==> src/hw/rtl/supply_voltage_trimmed_mean_filter_macros.svh <==
// Assertion macros for the supply voltage trimmed mean filter
`ifndef SUPPLY_VOLTAGE_TRIMMED_MEAN_FILTER_MACROS_SVH
`define SUPPLY_VOLTAGE_TRIMMED_MEAN_FILTER_MACROS_SVH

`ifndef SYNTHESIS
`define SVTMF_ASSERT_IMPLY(label, clk, rst, ante, cons) \
   label: assert property (@(posedge clk) disable iff (rst) (ante) |-> (cons)) \
      else $error("same-cycle check failed");
`define SVTMF_ASSERT_NEXT(label, clk, rst, ante, cons) \
   label: assert property (@(posedge clk) disable iff (rst) (ante) |=> (cons)) \
      else $error("next-cycle check failed");
`else
`define SVTMF_ASSERT_IMPLY(label, clk, rst, ante, cons)
`define SVTMF_ASSERT_NEXT(label, clk, rst, ante, cons)
`endif

`endif

==> src/hw/rtl/svtmf_pkg.sv <==
// Shared constants, types and helpers for the supply voltage trimmed mean filter
package svtmf_pkg;

   localparam int SAMPLE_BITS  = 16;
   localparam int MAX_WINDOW   = 8;
   localparam int WIN_BITS     = 4;
   localparam int MARGIN_BITS  = 16;
   localparam int NUM_CHAN     = 3;
   localparam int CHAN_BITS    = 2;
   localparam int CSR_IDX_BITS = 2;
   localparam int IDX_BITS     = $clog2(MAX_WINDOW);
   localparam int SUM_BITS     = SAMPLE_BITS + $clog2(MAX_WINDOW + 1);
   localparam int DIV_BITS     = SAMPLE_BITS + $clog2(MAX_WINDOW - 1);
   localparam int DIV_CNT_BITS = $clog2(DIV_BITS);
   localparam int SEL_BITS     = MARGIN_BITS + 1;

   typedef logic [SAMPLE_BITS-1:0] sample_type;
   typedef logic [WIN_BITS-1:0]    window_type;

   localparam sample_type SAMPLE_MAX   = {SAMPLE_BITS{1'b1}};
   localparam window_type WINDOW_RESET = WIN_BITS'(5);

   localparam logic [CHAN_BITS-1:0] CH_FIRST   = CHAN_BITS'(0);
   localparam logic [CHAN_BITS-1:0] CH_SECOND  = CHAN_BITS'(1);
   localparam logic [CHAN_BITS-1:0] CH_BATTERY = CHAN_BITS'(2);

   typedef enum logic [CSR_IDX_BITS-1:0] {
      CSR_SELECT_MARGIN  = 2'd0,
      CSR_WINDOW_FIRST   = 2'd1,
      CSR_WINDOW_SECOND  = 2'd2,
      CSR_WINDOW_BATTERY = 2'd3
   } csr_index_type;

   // last history slot used by a window; also the trim divisor for windows of two or more
   function automatic logic [IDX_BITS-1:0] last_index(input window_type win);
      logic [WIN_BITS:0] w;
      if (win > WIN_BITS'(MAX_WINDOW - 1)) begin
         w = (WIN_BITS+1)'(MAX_WINDOW);
      end else begin
         w = {1'b0, win};
      end
      if (win <= WIN_BITS'(1)) begin
         return '0;
      end
      return IDX_BITS'(w - (WIN_BITS+1)'(1));
   endfunction

endpackage

==> src/hw/rtl/svtmf_if.sv <==
// Request and response channel interfaces of the supply voltage trimmed mean filter
interface svtmf_req_if import svtmf_pkg::*; ();
   logic       valid;
   logic       ready;
   sample_type first_sample;
   sample_type second_sample;

   modport source (output valid, first_sample, second_sample, input ready);
   modport sink (input valid, first_sample, second_sample, output ready);
endinterface

interface svtmf_rsp_if import svtmf_pkg::*; ();
   logic       valid;
   logic       ready;
   sample_type battery_raw;
   sample_type first_filtered;
   sample_type second_filtered;
   sample_type battery_filtered;
   logic       first_ready;
   logic       second_ready;
   logic       battery_ready;

   modport source (output valid, battery_raw, first_filtered, second_filtered,
                   battery_filtered, first_ready, second_ready, battery_ready,
                   input ready);
   modport sink (input valid, battery_raw, first_filtered, second_filtered,
                 battery_filtered, first_ready, second_ready, battery_ready,
                 output ready);
endinterface

==> src/hw/rtl/supply_voltage_trimmed_mean_filter.sv <==
// Supply voltage trimmed mean filter: battery selection and three trimmed mean channels
//
// Usage: req_chan carries one pair of supply samples per item; rsp_chan returns one
// item per request with the selected battery sample, the three filtered values and
// the three warm-up ready flags. csr_* writes the margin and the three windows; write
// them only while no item is in flight.
// An item is taken only while the sequencer is idle. The channels are then worked one
// after another by one accumulate unit that walks the history a slot per cycle and one
// bit-serial divider. A window of 0 skips both, a window of 1 skips the divider, and a
// window of two or more (capped at 8) spends most of its time in the divider. A new item
// is taken only once the last one has been handed to the output register. A finished
// response waits in an output register while the next item is accepted and processed;
// if the receiver still stalls when that item is done, the sequencer holds until the
// output register frees up.
// Reset (synchronous, active high) clears all histories and warm-up counters, sets the
// margin to 0 and every window to 5.
`include "supply_voltage_trimmed_mean_filter_macros.svh"

module supply_voltage_trimmed_mean_filter import svtmf_pkg::*; (
   input  logic                    clock,
   input  logic                    reset,
   svtmf_req_if.sink               req_chan,
   svtmf_rsp_if.source             rsp_chan,
   input  logic                    csr_write_enable,
   input  logic [CSR_IDX_BITS-1:0] csr_index,
   input  logic [MARGIN_BITS-1:0]  csr_write_data
);

   typedef enum logic [6:0] {
      ST_IDLE = 7'b0000001,
      ST_INIT = 7'b0000010,
      ST_ACC  = 7'b0000100,
      ST_TRIM = 7'b0001000,
      ST_DIV  = 7'b0010000,
      ST_WB   = 7'b0100000,
      ST_DONE = 7'b1000000
   } state_type;

   state_type             state_ff, state_in;
   logic [CHAN_BITS-1:0]  ch_ff, ch_in;
   logic [IDX_BITS-1:0]   idx_ff, idx_in;
   logic [MARGIN_BITS-1:0] margin_ff, margin_in;
   window_type            win_ff [NUM_CHAN];
   window_type            win_in [NUM_CHAN];
   window_type            warm_ff [NUM_CHAN];
   window_type            warm_in [NUM_CHAN];
   sample_type            hist_ff [NUM_CHAN][MAX_WINDOW];
   sample_type            hist_in [NUM_CHAN][MAX_WINDOW];
   sample_type            x_ff [NUM_CHAN];
   sample_type            x_in [NUM_CHAN];
   sample_type            filt_ff [NUM_CHAN];
   sample_type            filt_in [NUM_CHAN];
   logic                  rdy_ff [NUM_CHAN];
   logic                  rdy_in [NUM_CHAN];
   logic [SUM_BITS-1:0]   total_ff, total_in;
   sample_type            hi_ff, hi_in;
   sample_type            lo_ff, lo_in;
   sample_type            res_ff, res_in;
   logic                  out_valid_ff, out_valid_in;
   sample_type            out_raw_ff, out_raw_in;
   sample_type            out_filt_ff [NUM_CHAN];
   sample_type            out_filt_in [NUM_CHAN];
   logic                  out_rdy_ff [NUM_CHAN];
   logic                  out_rdy_in [NUM_CHAN];

   logic                  req_fire;
   logic                  rsp_fire;
   logic                  out_free;
   logic                  pick_first;
   window_type            cur_win;
   sample_type            cur_x;
   sample_type            cur_v;
   logic [IDX_BITS-1:0]   cur_last;
   logic [SUM_BITS-1:0]   trimmed;
   logic                  div_start;
   logic                  div_done;
   logic [DIV_BITS-1:0]   div_quo;

   assign req_fire   = req_chan.valid && req_chan.ready;
   assign rsp_fire   = rsp_chan.valid && rsp_chan.ready;
   assign out_free   = !out_valid_ff || rsp_chan.ready;
   assign pick_first = SEL_BITS'(req_chan.first_sample) >
                       SEL_BITS'(req_chan.second_sample) + SEL_BITS'(margin_ff);
   assign cur_win    = win_ff[ch_ff];
   assign cur_x      = x_ff[ch_ff];
   assign cur_v      = hist_ff[ch_ff][idx_ff];
   assign cur_last   = last_index(cur_win);
   assign trimmed    = total_ff - SUM_BITS'(hi_ff) - SUM_BITS'(lo_ff);

   svtmf_div u_div (
      .clock    (clock),
      .reset    (reset),
      .start    (div_start),
      .dividend (trimmed[DIV_BITS-1:0]),
      .divisor  (cur_last),
      .done     (div_done),
      .quotient (div_quo)
   );

   always_comb begin
      state_in     = state_ff;
      ch_in        = ch_ff;
      idx_in       = idx_ff;
      margin_in    = margin_ff;
      win_in       = win_ff;
      warm_in      = warm_ff;
      hist_in      = hist_ff;
      x_in         = x_ff;
      filt_in      = filt_ff;
      rdy_in       = rdy_ff;
      total_in     = total_ff;
      hi_in        = hi_ff;
      lo_in        = lo_ff;
      res_in       = res_ff;
      out_valid_in = rsp_fire ? 1'b0 : out_valid_ff;
      out_raw_in   = out_raw_ff;
      out_filt_in  = out_filt_ff;
      out_rdy_in   = out_rdy_ff;
      div_start    = 1'b0;

      if (csr_write_enable) begin
         unique case (csr_index_type'(csr_index))
            CSR_SELECT_MARGIN:  margin_in = csr_write_data;
            CSR_WINDOW_FIRST:   win_in[CH_FIRST] = csr_write_data[WIN_BITS-1:0];
            CSR_WINDOW_SECOND:  win_in[CH_SECOND] = csr_write_data[WIN_BITS-1:0];
            CSR_WINDOW_BATTERY: win_in[CH_BATTERY] = csr_write_data[WIN_BITS-1:0];
            default:            margin_in = margin_ff;
         endcase
      end

      unique case (state_ff)
         ST_IDLE: begin
            if (req_fire) begin
               x_in[CH_FIRST]   = req_chan.first_sample;
               x_in[CH_SECOND]  = req_chan.second_sample;
               x_in[CH_BATTERY] = pick_first ? req_chan.first_sample
                                             : req_chan.second_sample;
               ch_in    = CH_FIRST;
               state_in = ST_INIT;
            end
         end
         ST_INIT: begin
            total_in = SUM_BITS'(cur_x);
            hi_in    = cur_x;
            lo_in    = cur_x;
            idx_in   = '0;
            if (cur_win == '0) begin
               res_in   = cur_x;
               state_in = ST_WB;
            end else begin
               state_in = ST_ACC;
            end
         end
         ST_ACC: begin
            total_in = total_ff + SUM_BITS'(cur_v);
            if (cur_v > hi_ff) begin
               hi_in = cur_v;
            end
            if (cur_v < lo_ff) begin
               lo_in = cur_v;
            end
            if (idx_ff == cur_last) begin
               state_in = ST_TRIM;
            end else begin
               idx_in = idx_ff + IDX_BITS'(1);
            end
         end
         ST_TRIM: begin
            if (cur_win == WIN_BITS'(1)) begin
               res_in   = total_ff[SAMPLE_BITS:1];
               state_in = ST_WB;
            end else begin
               div_start = 1'b1;
               state_in  = ST_DIV;
            end
         end
         ST_DIV: begin
            if (div_done) begin
               res_in   = (div_quo > DIV_BITS'(SAMPLE_MAX)) ? SAMPLE_MAX
                                                            : div_quo[SAMPLE_BITS-1:0];
               state_in = ST_WB;
            end
         end
         ST_WB: begin
            filt_in[ch_ff] = res_ff;
            rdy_in[ch_ff]  = warm_ff[ch_ff] >= cur_win;
            if (warm_ff[ch_ff] < cur_win) begin
               warm_in[ch_ff] = warm_ff[ch_ff] + WIN_BITS'(1);
            end
            if (cur_win != '0) begin
               for (int k = 0; k < MAX_WINDOW; k++) begin
                  if (k == 0) begin
                     hist_in[ch_ff][k] = cur_x;
                  end else if (IDX_BITS'(k) <= cur_last) begin
                     hist_in[ch_ff][k] = hist_ff[ch_ff][k-1];
                  end
               end
            end
            if (ch_ff == CH_BATTERY) begin
               state_in = ST_DONE;
            end else begin
               ch_in    = ch_ff + CHAN_BITS'(1);
               state_in = ST_INIT;
            end
         end
         ST_DONE: begin
            if (out_free) begin
               out_valid_in = 1'b1;
               out_raw_in   = x_ff[CH_BATTERY];
               out_filt_in  = filt_ff;
               out_rdy_in   = rdy_ff;
               state_in     = ST_IDLE;
            end
         end
         default: state_in = ST_IDLE;
      endcase
   end

   always_ff @(posedge clock) begin
      if (reset) begin
         state_ff     <= ST_IDLE;
         ch_ff        <= CH_FIRST;
         idx_ff       <= '0;
         margin_ff    <= '0;
         out_valid_ff <= 1'b0;
         for (int c = 0; c < NUM_CHAN; c++) begin
            win_ff[c]  <= WINDOW_RESET;
            warm_ff[c] <= '0;
            for (int k = 0; k < MAX_WINDOW; k++) begin
               hist_ff[c][k] <= '0;
            end
         end
      end else begin
         state_ff     <= state_in;
         ch_ff        <= ch_in;
         idx_ff       <= idx_in;
         margin_ff    <= margin_in;
         out_valid_ff <= out_valid_in;
         win_ff       <= win_in;
         warm_ff      <= warm_in;
         hist_ff      <= hist_in;
      end
   end

   always_ff @(posedge clock) begin
      x_ff        <= x_in;
      filt_ff     <= filt_in;
      rdy_ff      <= rdy_in;
      total_ff    <= total_in;
      hi_ff       <= hi_in;
      lo_ff       <= lo_in;
      res_ff      <= res_in;
      out_raw_ff  <= out_raw_in;
      out_filt_ff <= out_filt_in;
      out_rdy_ff  <= out_rdy_in;
   end

   assign req_chan.ready            = state_ff == ST_IDLE;
   assign rsp_chan.valid            = out_valid_ff;
   assign rsp_chan.battery_raw      = out_raw_ff;
   assign rsp_chan.first_filtered   = out_filt_ff[CH_FIRST];
   assign rsp_chan.second_filtered  = out_filt_ff[CH_SECOND];
   assign rsp_chan.battery_filtered = out_filt_ff[CH_BATTERY];
   assign rsp_chan.first_ready      = out_rdy_ff[CH_FIRST];
   assign rsp_chan.second_ready     = out_rdy_ff[CH_SECOND];
   assign rsp_chan.battery_ready    = out_rdy_ff[CH_BATTERY];

   `SVTMF_ASSERT_IMPLY(a_div_done_in_div, clock, reset, div_done, state_ff == ST_DIV)
   `SVTMF_ASSERT_IMPLY(a_walk_in_window, clock, reset, state_ff == ST_ACC, idx_ff <= cur_last)
   `SVTMF_ASSERT_NEXT(a_accept_starts, clock, reset, req_fire, state_ff == ST_INIT && ch_ff == CH_FIRST)
   `SVTMF_ASSERT_NEXT(a_done_loads, clock, reset, state_ff == ST_DONE && out_free, out_valid_ff && state_ff == ST_IDLE)

endmodule

==> src/hw/rtl/svtmf_div.sv <==
// Bit-serial restoring divider for the trimmed sum by the count of samples left after trimming (window minus one)
module svtmf_div import svtmf_pkg::*; (
   input  logic                clock,
   input  logic                reset,
   input  logic                start,
   input  logic [DIV_BITS-1:0] dividend,
   input  logic [IDX_BITS-1:0] divisor,
   output logic                done,
   output logic [DIV_BITS-1:0] quotient
);

   logic                    busy_ff, busy_in;
   logic                    done_ff, done_in;
   logic [DIV_CNT_BITS-1:0] cnt_ff, cnt_in;
   logic [IDX_BITS-1:0]     rem_ff, rem_in;
   logic [IDX_BITS-1:0]     dvs_ff, dvs_in;
   logic [DIV_BITS-1:0]     quo_ff, quo_in;
   logic [IDX_BITS:0]       trial;
   logic [IDX_BITS:0]       diff;
   logic                    fits;

   assign trial = {rem_ff, quo_ff[DIV_BITS-1]};
   assign diff  = trial - {1'b0, dvs_ff};
   assign fits  = trial >= {1'b0, dvs_ff};

   always_comb begin
      busy_in = busy_ff;
      done_in = 1'b0;
      cnt_in  = cnt_ff;
      rem_in  = rem_ff;
      dvs_in  = dvs_ff;
      quo_in  = quo_ff;
      if (start) begin
         busy_in = 1'b1;
         cnt_in  = '0;
         rem_in  = '0;
         dvs_in  = divisor;
         quo_in  = dividend;
      end else if (busy_ff) begin
         rem_in = fits ? diff[IDX_BITS-1:0] : trial[IDX_BITS-1:0];
         quo_in = {quo_ff[DIV_BITS-2:0], fits};
         cnt_in = cnt_ff + DIV_CNT_BITS'(1);
         if (cnt_ff == DIV_CNT_BITS'(DIV_BITS - 1)) begin
            busy_in = 1'b0;
            done_in = 1'b1;
         end
      end
   end

   always_ff @(posedge clock) begin
      if (reset) begin
         busy_ff <= 1'b0;
         done_ff <= 1'b0;
         cnt_ff  <= '0;
      end else begin
         busy_ff <= busy_in;
         done_ff <= done_in;
         cnt_ff  <= cnt_in;
      end
   end

   always_ff @(posedge clock) begin
      rem_ff <= rem_in;
      dvs_ff <= dvs_in;
      quo_ff <= quo_in;
   end

   assign done     = done_ff;
   assign quotient = quo_ff;

endmodule
==> src/flat_wrapper.sv <==
// flat-port wrapper written by rule: the top's interface ports become plain ports
module supply_voltage_trimmed_mean_filter_flat import svtmf_pkg::*;
  (clock, reset, csr_write_enable, csr_index, csr_write_data, req_chan_valid, req_chan_first_sample, req_chan_second_sample, req_chan_ready, rsp_chan_valid, rsp_chan_battery_raw, rsp_chan_first_filtered, rsp_chan_second_filtered, rsp_chan_battery_filtered, rsp_chan_first_ready, rsp_chan_second_ready, rsp_chan_battery_ready, rsp_chan_ready);
  svtmf_req_if req_chan_i ();
  svtmf_rsp_if rsp_chan_i ();
  input  logic clock;
  input  logic reset;
  input  logic csr_write_enable;
  input  logic [CSR_IDX_BITS-1:0] csr_index;
  input  logic [MARGIN_BITS-1:0] csr_write_data;
  input wire logic [$bits(req_chan_i.valid)-1:0] req_chan_valid;
  input wire logic [$bits(req_chan_i.first_sample)-1:0] req_chan_first_sample;
  input wire logic [$bits(req_chan_i.second_sample)-1:0] req_chan_second_sample;
  output wire logic [$bits(req_chan_i.ready)-1:0] req_chan_ready;
  output wire logic [$bits(rsp_chan_i.valid)-1:0] rsp_chan_valid;
  output wire logic [$bits(rsp_chan_i.battery_raw)-1:0] rsp_chan_battery_raw;
  output wire logic [$bits(rsp_chan_i.first_filtered)-1:0] rsp_chan_first_filtered;
  output wire logic [$bits(rsp_chan_i.second_filtered)-1:0] rsp_chan_second_filtered;
  output wire logic [$bits(rsp_chan_i.battery_filtered)-1:0] rsp_chan_battery_filtered;
  output wire logic [$bits(rsp_chan_i.first_ready)-1:0] rsp_chan_first_ready;
  output wire logic [$bits(rsp_chan_i.second_ready)-1:0] rsp_chan_second_ready;
  output wire logic [$bits(rsp_chan_i.battery_ready)-1:0] rsp_chan_battery_ready;
  input wire logic [$bits(rsp_chan_i.ready)-1:0] rsp_chan_ready;
  assign req_chan_i.valid = req_chan_valid;
  assign req_chan_i.first_sample = req_chan_first_sample;
  assign req_chan_i.second_sample = req_chan_second_sample;
  assign req_chan_ready = req_chan_i.ready;
  assign rsp_chan_valid = rsp_chan_i.valid;
  assign rsp_chan_battery_raw = rsp_chan_i.battery_raw;
  assign rsp_chan_first_filtered = rsp_chan_i.first_filtered;
  assign rsp_chan_second_filtered = rsp_chan_i.second_filtered;
  assign rsp_chan_battery_filtered = rsp_chan_i.battery_filtered;
  assign rsp_chan_first_ready = rsp_chan_i.first_ready;
  assign rsp_chan_second_ready = rsp_chan_i.second_ready;
  assign rsp_chan_battery_ready = rsp_chan_i.battery_ready;
  assign rsp_chan_i.ready = rsp_chan_ready;
  supply_voltage_trimmed_mean_filter u_core (.clock(clock), .reset(reset), .req_chan(req_chan_i), .rsp_chan(rsp_chan_i), .csr_write_enable(csr_write_enable), .csr_index(csr_index), .csr_write_data(csr_write_data));
endmodule
==> config.mk <==
export PLATFORM = sky130hd
export DESIGN_NAME = supply_voltage_trimmed_mean_filter_flat
export DESIGN_NICKNAME = d
export VERILOG_FILES = /design/src/hw/rtl/svtmf_pkg.sv /design/src/hw/rtl/svtmf_if.sv /design/src/hw/rtl/supply_voltage_trimmed_mean_filter.sv /design/src/hw/rtl/svtmf_div.sv /design/src/flat_wrapper.sv
export VERILOG_INCLUDE_DIRS = /design/src /design/src/hw/rtl
export SDC_FILE = /design/constraint.sdc
export NUM_CORES = 1
export LEC_CHECK = 0
export BUFFER_PORTS_ARGS = -buffer_cell sky130_fd_sc_hd__buf_4
export CORE_ASPECT_RATIO = 0.6
export CORE_MARGIN = 2
export CORE_UTILIZATION = 35
export CTS_CLUSTER_DIAMETER = 40
export CTS_CLUSTER_SIZE = 24
export DETAILED_ROUTE_END_ITERATION = 12
export HOLD_SLACK_MARGIN = 0.15
export PLACE_DENSITY_LB_ADDON = 0.1
export SLEW_MARGIN = 0
export SYNTH_ARGS = -nofsm -noshare
export SYNTH_HDL_FRONTEND = slang
export SYNTH_SLANG_ARGS = --single-unit
==> constraint.sdc <==
create_clock -name clock -period 6.2 [get_ports clock]
set_input_delay 0.62 -clock clock [delete_from_list [all_inputs] [get_ports clock]]
set_output_delay 0.62 -clock clock [all_outputs]
set_load 0.05 [all_outputs]
==> Word level (Yosys, flattened, before mapping) <==
Cells that the tools add are included.
{ "op_classes": {"muxes": 109, "reduce_logical": 28, "n_eq_ne": 24, "n_lt_le_gt_ge": 19, "add_sub_neg": 10, "bitwise_logic": 3} }
{ "ops": {"columns": ["op", "count"], "rows": [
  ["$mux 384", 21],
  ["$bwmux 384", 8],
  ["$demux 128 s2", 8],
  ["$mux 128", 3],
  ["$bmux 128 s2", 1],
  ["$mux 16", 13],
  ["$mux 112", 1],
  ["$mux 96", 1],
  ["$mux 80", 1],
  ["$mux 64", 1],
  ["$pmux 16 s2", 2],
  ["$pmux 7 s7", 1],
  ["$bmux 16 s3", 1],
  ["$bwmux 48", 1],
  ["$mux 48", 1],
  ["$pmux 16 s3", 1],
  ["$pmux 20 s2", 1],
  ["$mux 19", 2],
  ["$sub 19x16->19", 2],
  ["$mux 7", 5],
  ["$bmux 16 s2", 1],
  ["$demux 16 s2", 1],
  ["$mux 32", 1],
  ["$reduce_and 2->1", 11],
  ["64 further kinds", 104]
]} }
{ "word_totals": {"inputBits": 55, "reg_bits": 703} }

==> Logic depth before layout (Yosys ltp) <==
{ "depth": {"ltp_word": 34, "depth_mapped": 21} }

==> Modules after synthesis <==
Synthesis repeated with hierarchy kept, for this count alone.
{ "hier_totals": {"hier_cells": 3226, "area_unflattened_um2": 32936.6} }
{ "modules_own_cells": {"columns": ["module", "area_each_um2", "cells_per_inst", "instances"], "rows": [
  ["supply_voltage_trimmed_mean_filter", 31480.2, 3116, 1],
  ["svtmf_div", 1456.4, 110, 1]
]} }

==> Least setup slack after synthesis <==
Ideal clock, no wire load.
{ "synth_timing": {"kind": "register -> register", "start": "register u_core.state_ff[1]", "end": "register u_core.out_filt_ff, in the netlist u_core.rsp_chan.battery_filtered[0], enable pin", "path_slack_ns": 1.830, "path_stages_with_launch": 5, "setup_ns": 0.500, "arrival_time_ns": 3.871, "path_cell_list": "dfxtp_1 nor3_1 nor3b_1 nand3b_1 nor2b_1"} }
{ "synth_via": {"elab_chain_cells": 2} }
{ "synth_rtl": {"columns": ["item", "line_no", "source"], "rows": [
  ["start: declaration", "supply_voltage_trimmed_mean_filter.sv:39", "state_type state_ff, state_in;"],
  ["start signal: assignment", "supply_voltage_trimmed_mean_filter.sv:234", "state_ff <= state_in;"],
  ["$eq 7x7->1", "supply_voltage_trimmed_mean_filter.sv:131", "unique case (state_ff)"],
  ["$reduce_and 2->1 (no line)", null, null],
  ["end signal: assignment", "supply_voltage_trimmed_mean_filter.sv:254", "out_filt_ff <= out_filt_in;"],
  ["end: declaration", "supply_voltage_trimmed_mean_filter.sv:61", "sample_type out_filt_ff [NUM_CHAN];"]
]} }
Every way passes these cells.
A chain may end at the register's enable or synchronous reset.

==> Worst setup path after layout <==
{ "layout_timing": {"start": "register u_core.ch_ff[0]", "end": "register u_core.total_ff[18] (data pin)"} }
{ "layout_via": {"elab_chain_cells": 9} }
{ "layout_rtl": {"columns": ["item", "line_no", "source"], "rows": [
  ["start: declaration", "supply_voltage_trimmed_mean_filter.sv:40", "logic [CHAN_BITS-1:0] ch_ff, ch_in;"],
  ["start signal: assignment", "supply_voltage_trimmed_mean_filter.sv:235", "ch_ff <= ch_in;"],
  ["$not 2->3 (implied by the code)", "supply_voltage_trimmed_mean_filter.sv:86", "assign cur_v = hist_ff[ch_ff][idx_ff];"],
  ["$bmux 128 s2", null, null],
  ["$mux 128 (implied by the code)", "supply_voltage_trimmed_mean_filter.sv:86", null],
  ["$mux 128", null, null],
  ["$bmux 16 s3", "supply_voltage_trimmed_mean_filter.sv:86", null],
  ["$mux 16 (implied by the code) (2 in a row)", "supply_voltage_trimmed_mean_filter.sv:86", null],
  ["$add 20x16->20", "supply_voltage_trimmed_mean_filter.sv:155", "total_in = total_ff + SUM_BITS'(cur_v);"],
  ["$pmux 20 s2", "supply_voltage_trimmed_mean_filter.sv:131", null],
  ["end signal: assignment", "supply_voltage_trimmed_mean_filter.sv:249", "total_ff <= total_in;"],
  ["end: declaration", "supply_voltage_trimmed_mean_filter.sv:55", "logic [SUM_BITS-1:0] total_ff, total_in;"]
]} }
Every way passes these cells. The select of a mux whose other input is x is not followed.

==> impl_metrics.csv <==
group,metric,value,unit
synthesis,synth_area,32500,um2
floorplanning,die_x,397,um
global_routing,antenna_found_initial,8,
clock_network,postCtsSetupRepairBufs,0,
clock_network,htreeDepth,3,
floorplanning,die_h,240,um
synthesis,synth_edf_count,255,
sta,setup_viol,0,
synthesis,yosysTopAreaCell,"dfxtp_1",
place,portBuffers,123,
synthesis,yosysSeqAreaShare,51.1,%
global_routing,grt_pass1_vias,25000,
synthesis,synth.distinct_cells,78,
setup_path,cp.required,6620,ps
global_routing,grt_max_degree,156,
synthesis,synthAdderAreaFrac,5.44,%
synthesis,synth-seq-cells,702,
synthesis,synth_nets,3478,
setup_path,end_kind,"register",
route,drt-initial-drc-count,2147,
job,cap_viol_max_count,0,
outcome,status,"complete, no violations",
pwr,power_per_cell_area,293,nW/um2
sta,report.final.slew_viol_count,0,
synthesis,synth_top_flop_cell,"dfxtp_1",
sta,rsz0062_at_grt,"no",
route,first_pass_iters,8,
global_routing,grt_use_met3,4.40,%
pwr,p_leak,13.6,nW
synthesis,synth_top_area_share,27.5,%
place,dp_cells,4522,
sta,setup_tns,0,ps
setup_path,cp_cell_sequence,"and2b_4 > buf_12 > a21oi_1 > nor2_1 > a21oi_1 > mux2i_1 > o21ai_0 > inv_1 > ha_1 > a21o_1 > or4_1 > o2111ai_1 > nand2_1 > a41o_1 > o41a_1 > a41o_1",
clock_network,cts_root_buffer,"clkbuf_16",
clock_network,cts_tree,"yes",
global_routing,grt_most_used_layer,"met1",
global_routing,met1_usage,34.7,%
global_routing,grt_pass1_wl,158000,um
setup_path,cp-start-kind,"register",
synthesis,postSynthCellCount,3293,
synthesis,synth_compound_area_share,16.7,%
cells_and_area,drive_gt1_share,13.7,%
synthesis,yosysWarningCount,0,
cells_and_area,postLayoutCoreUtil,41.8,%
synthesis,synthArstFlopShare,0,%
synthesis,synth.area.top_cells,"dfxtp_1 28%, edfxtp_1 24%, nor2_1 7.4%",
sta,fmax,183,MHz
sta,worst_pin_slew,1210,ps
setup_path,critPathMaxFanout,45,
setup_path,slowest_stage,"o21ai_0",
route,num_vias,25600,
sta,hold_viol_final,0,
route,vias_per_cell,5.43,
place,dpl.hpwl,73500,um
clock_network,clock_path_buffers,3,
global_routing,grt_util_met2,29.7,%
pwr,power,11.3,mW
route,totalWireLength,105000,um
floorplanning,ios,124,
place,gp_congestion,0.908,
floorplanning,start_util,35.4,%
clock_network,clk_pin_slew,60,ps
cells_and_area,fin_cells,4722,
clock_network,insertion_delay,680,ps
floorplanning,coreArea,91900,um2
cells_and_area,nFillCells,8893,
clock_network,ctsResizeCount,0,
synthesis,synth_xor_area_share,1.27,%
pwr,ir_worst_vdd,186,uV
clock_network,hold_buffers,31,
route,ant_nets,0,
route,route.detailed.drc,0,
sta,finalHoldWorstSlack,197,ps
hold_path,hold_class,"in2reg",
sta,min_period,5450,ps
sta,finalCritPeriodShare,87.9,%
global_routing,grt_overflow_total,0,
synthesis,synth-simple-area-share,13.5,%
floorplanning,die-area,95400,um2
route,wl_per_cell,22.3,um
global_routing,grt_use_total,21.9,%
floorplanning,rows,86,
setup_path,critPathKind,"reg2reg",
setup_path,cp.arrival,5870,ps
sta,max-slew-margin-rel,19.4,%
synthesis,synth_top_family_by_area,"compound AO/OA/AOI/OAI gates",
cells_and_area,areaGrowthSynthToFinish,18.3,%
sta,finClkSkew,27.9,ps
cells_and_area,final_nets,3597,
clock_network,cts_made_buffers,89,
setup_path,cpPeakStageDelay,670,ps
synthesis,synth.avg_cell_area,9.87,um2
synthesis,synth_mux_area_share,7.89,%
clock_network,cts_sinks,702,
==> cell families (layout without fill, tap and decap cells) <==
family                   after synthesis  count (layout)
AND/OR/NAND/NOR                     1043            1043
AO/OA/AOI/OAI                        830             830
other                                  0               1
multiplexers                         233             233
XOR/XNOR                              47              47
buffers and inverters                308             504
flip-flops                           702             702
adder cells (fa/ha/maj)              130             130
==> per-stage QoR <==
| step | setup slack (ps) | area (um2) |
|---|---|---|
| after floorplan | 1830 | 32500 |
| after global placement | 838 | 34900 |
| after detailed placement | 838 | 34900 |
| after CTS | 805 | 38500 |
| after global routing | 493 | 38500 |
| final | 747 | 38500 |
==> cell usage in the layout (no fill, tap or decap), drive strengths merged, types with 27 or more instances in the layout <==
master,Yosys,layout
mux2,42,42
edfxtp,255,255
dlygate4sd3,0,31
ha,111,111
nand3,36,36
mux2i,177,177
o21ai,117,117
clkinv,0,27
nand2,182,182
xor2,30,30
nor3,71,71
inv,86,107
clkbuf,134,105
nor2,641,641
a211oi,323,323
a21oi,254,254
buf,88,219
dfxtp,447,447
==> state kept, by name, summed over array words and instances, names as in the netlist, 16 cells and up <==
register	flops
u_core.margin_ff	16
u_core.hist_ff	384
u_core.filt_ff	48
u_core.rsp_chan.second_filtered	16
u_core.lo_ff	16
u_core.x_ff	48
u_core.rsp_chan.battery_filtered	16
u_core.total_ff	19
u_core.rsp_chan.battery_raw	16
u_core.rsp_chan.first_filtered	16
u_core.res_ff	16
u_core.u_div.quotient	19
u_core.hi_ff	16
==> cell usage after synthesis (all sizes together), types with 9 or more instances <==
master  instances
inv            86
dfxtp         447
edfxtp        255
nand2b         20
o21ai         117
nor3           71
ha            111
mux4           14
nand4          11
mux2i         177
and3            9
a211o          12
buf            88
and2           23
fa             19
a21oi         254
o211ai         23
nand2         182
a21o           23
mux2           42
o21a           17
clkbuf        134
xor2           30
nor2          641
a211oi        323
nand3          36
o31ai           9
xnor2          17
nor2b          13
==> metal layers <==
| metal | vias up | part of all wire (%) |
|---|---|---|
| met1 | 12600 | 52 |
| li1 | 12100 | - |
| met4 | 6 | 1.7 |
| met3 | 134 | 7.0 |
| met2 | 807 | 39 |
| met5 | - | 0.034 |
==> worst max-delay path, delay by kind of cell (launching register included) <==
family          cells  cell delay [ps]
fa+ha+maj           1              300
flops               1              480
compound gates      8             2640
buf+inv             2              530
mux                 1               90
simple gates        4             1100
==> layout make-up <==
| class | instances | area [um2] | share of cell area, % |
|---|---|---|---|
| well taps | 1232 | 1540 | 4.01 |
| clock inverters | 63 | 800 | 2.08 |
| flip-flops and latches | 702 | 16600 | 43.2 |
| multi-input cells | 2283 | 14700 | 38.2 |
| diodes | 1 | 2.50 | 0.00651 |
| repair buffers | 250 | 2050 | 5.33 |
| clock buffers | 105 | 2420 | 6.30 |
| inverters | 86 | 323 | 0.839 |
==> where the power goes <==
part / internal, mW / switching [mW] / total, mW
clock: 3.24 / 2.31 / 5.56
sequential: 4.87 / 0.0416 / 4.91
combinational: 0.286 / 0.502 / 0.788
==> worst paths after layout <==
path | cells past startpoint | to | startpoint | slack (ps)
hold reg to reg | 0 | u_core.rsp_chan.second_filtered[3]$_DFFE_PP_ | u_core.filt_ff[19]$_DFFE_PP_ | 410
setup reg to reg | 16 | u_core.total_ff[18]$_SDFFCE_PN0P_ | u_core.ch_ff[0]$_SDFFE_PP0P_ | 750
setup / recovery | 16 | u_core.total_ff[18]$_SDFFCE_PN0P_ | u_core.ch_ff[0]$_SDFFE_PP0P_ | 750
hold / removal | 3 | u_core.margin_ff[7]$_SDFFE_PP0P_ | csr_write_data[7] | 200
No activity file was read; power rests on OpenSTA's default activity.
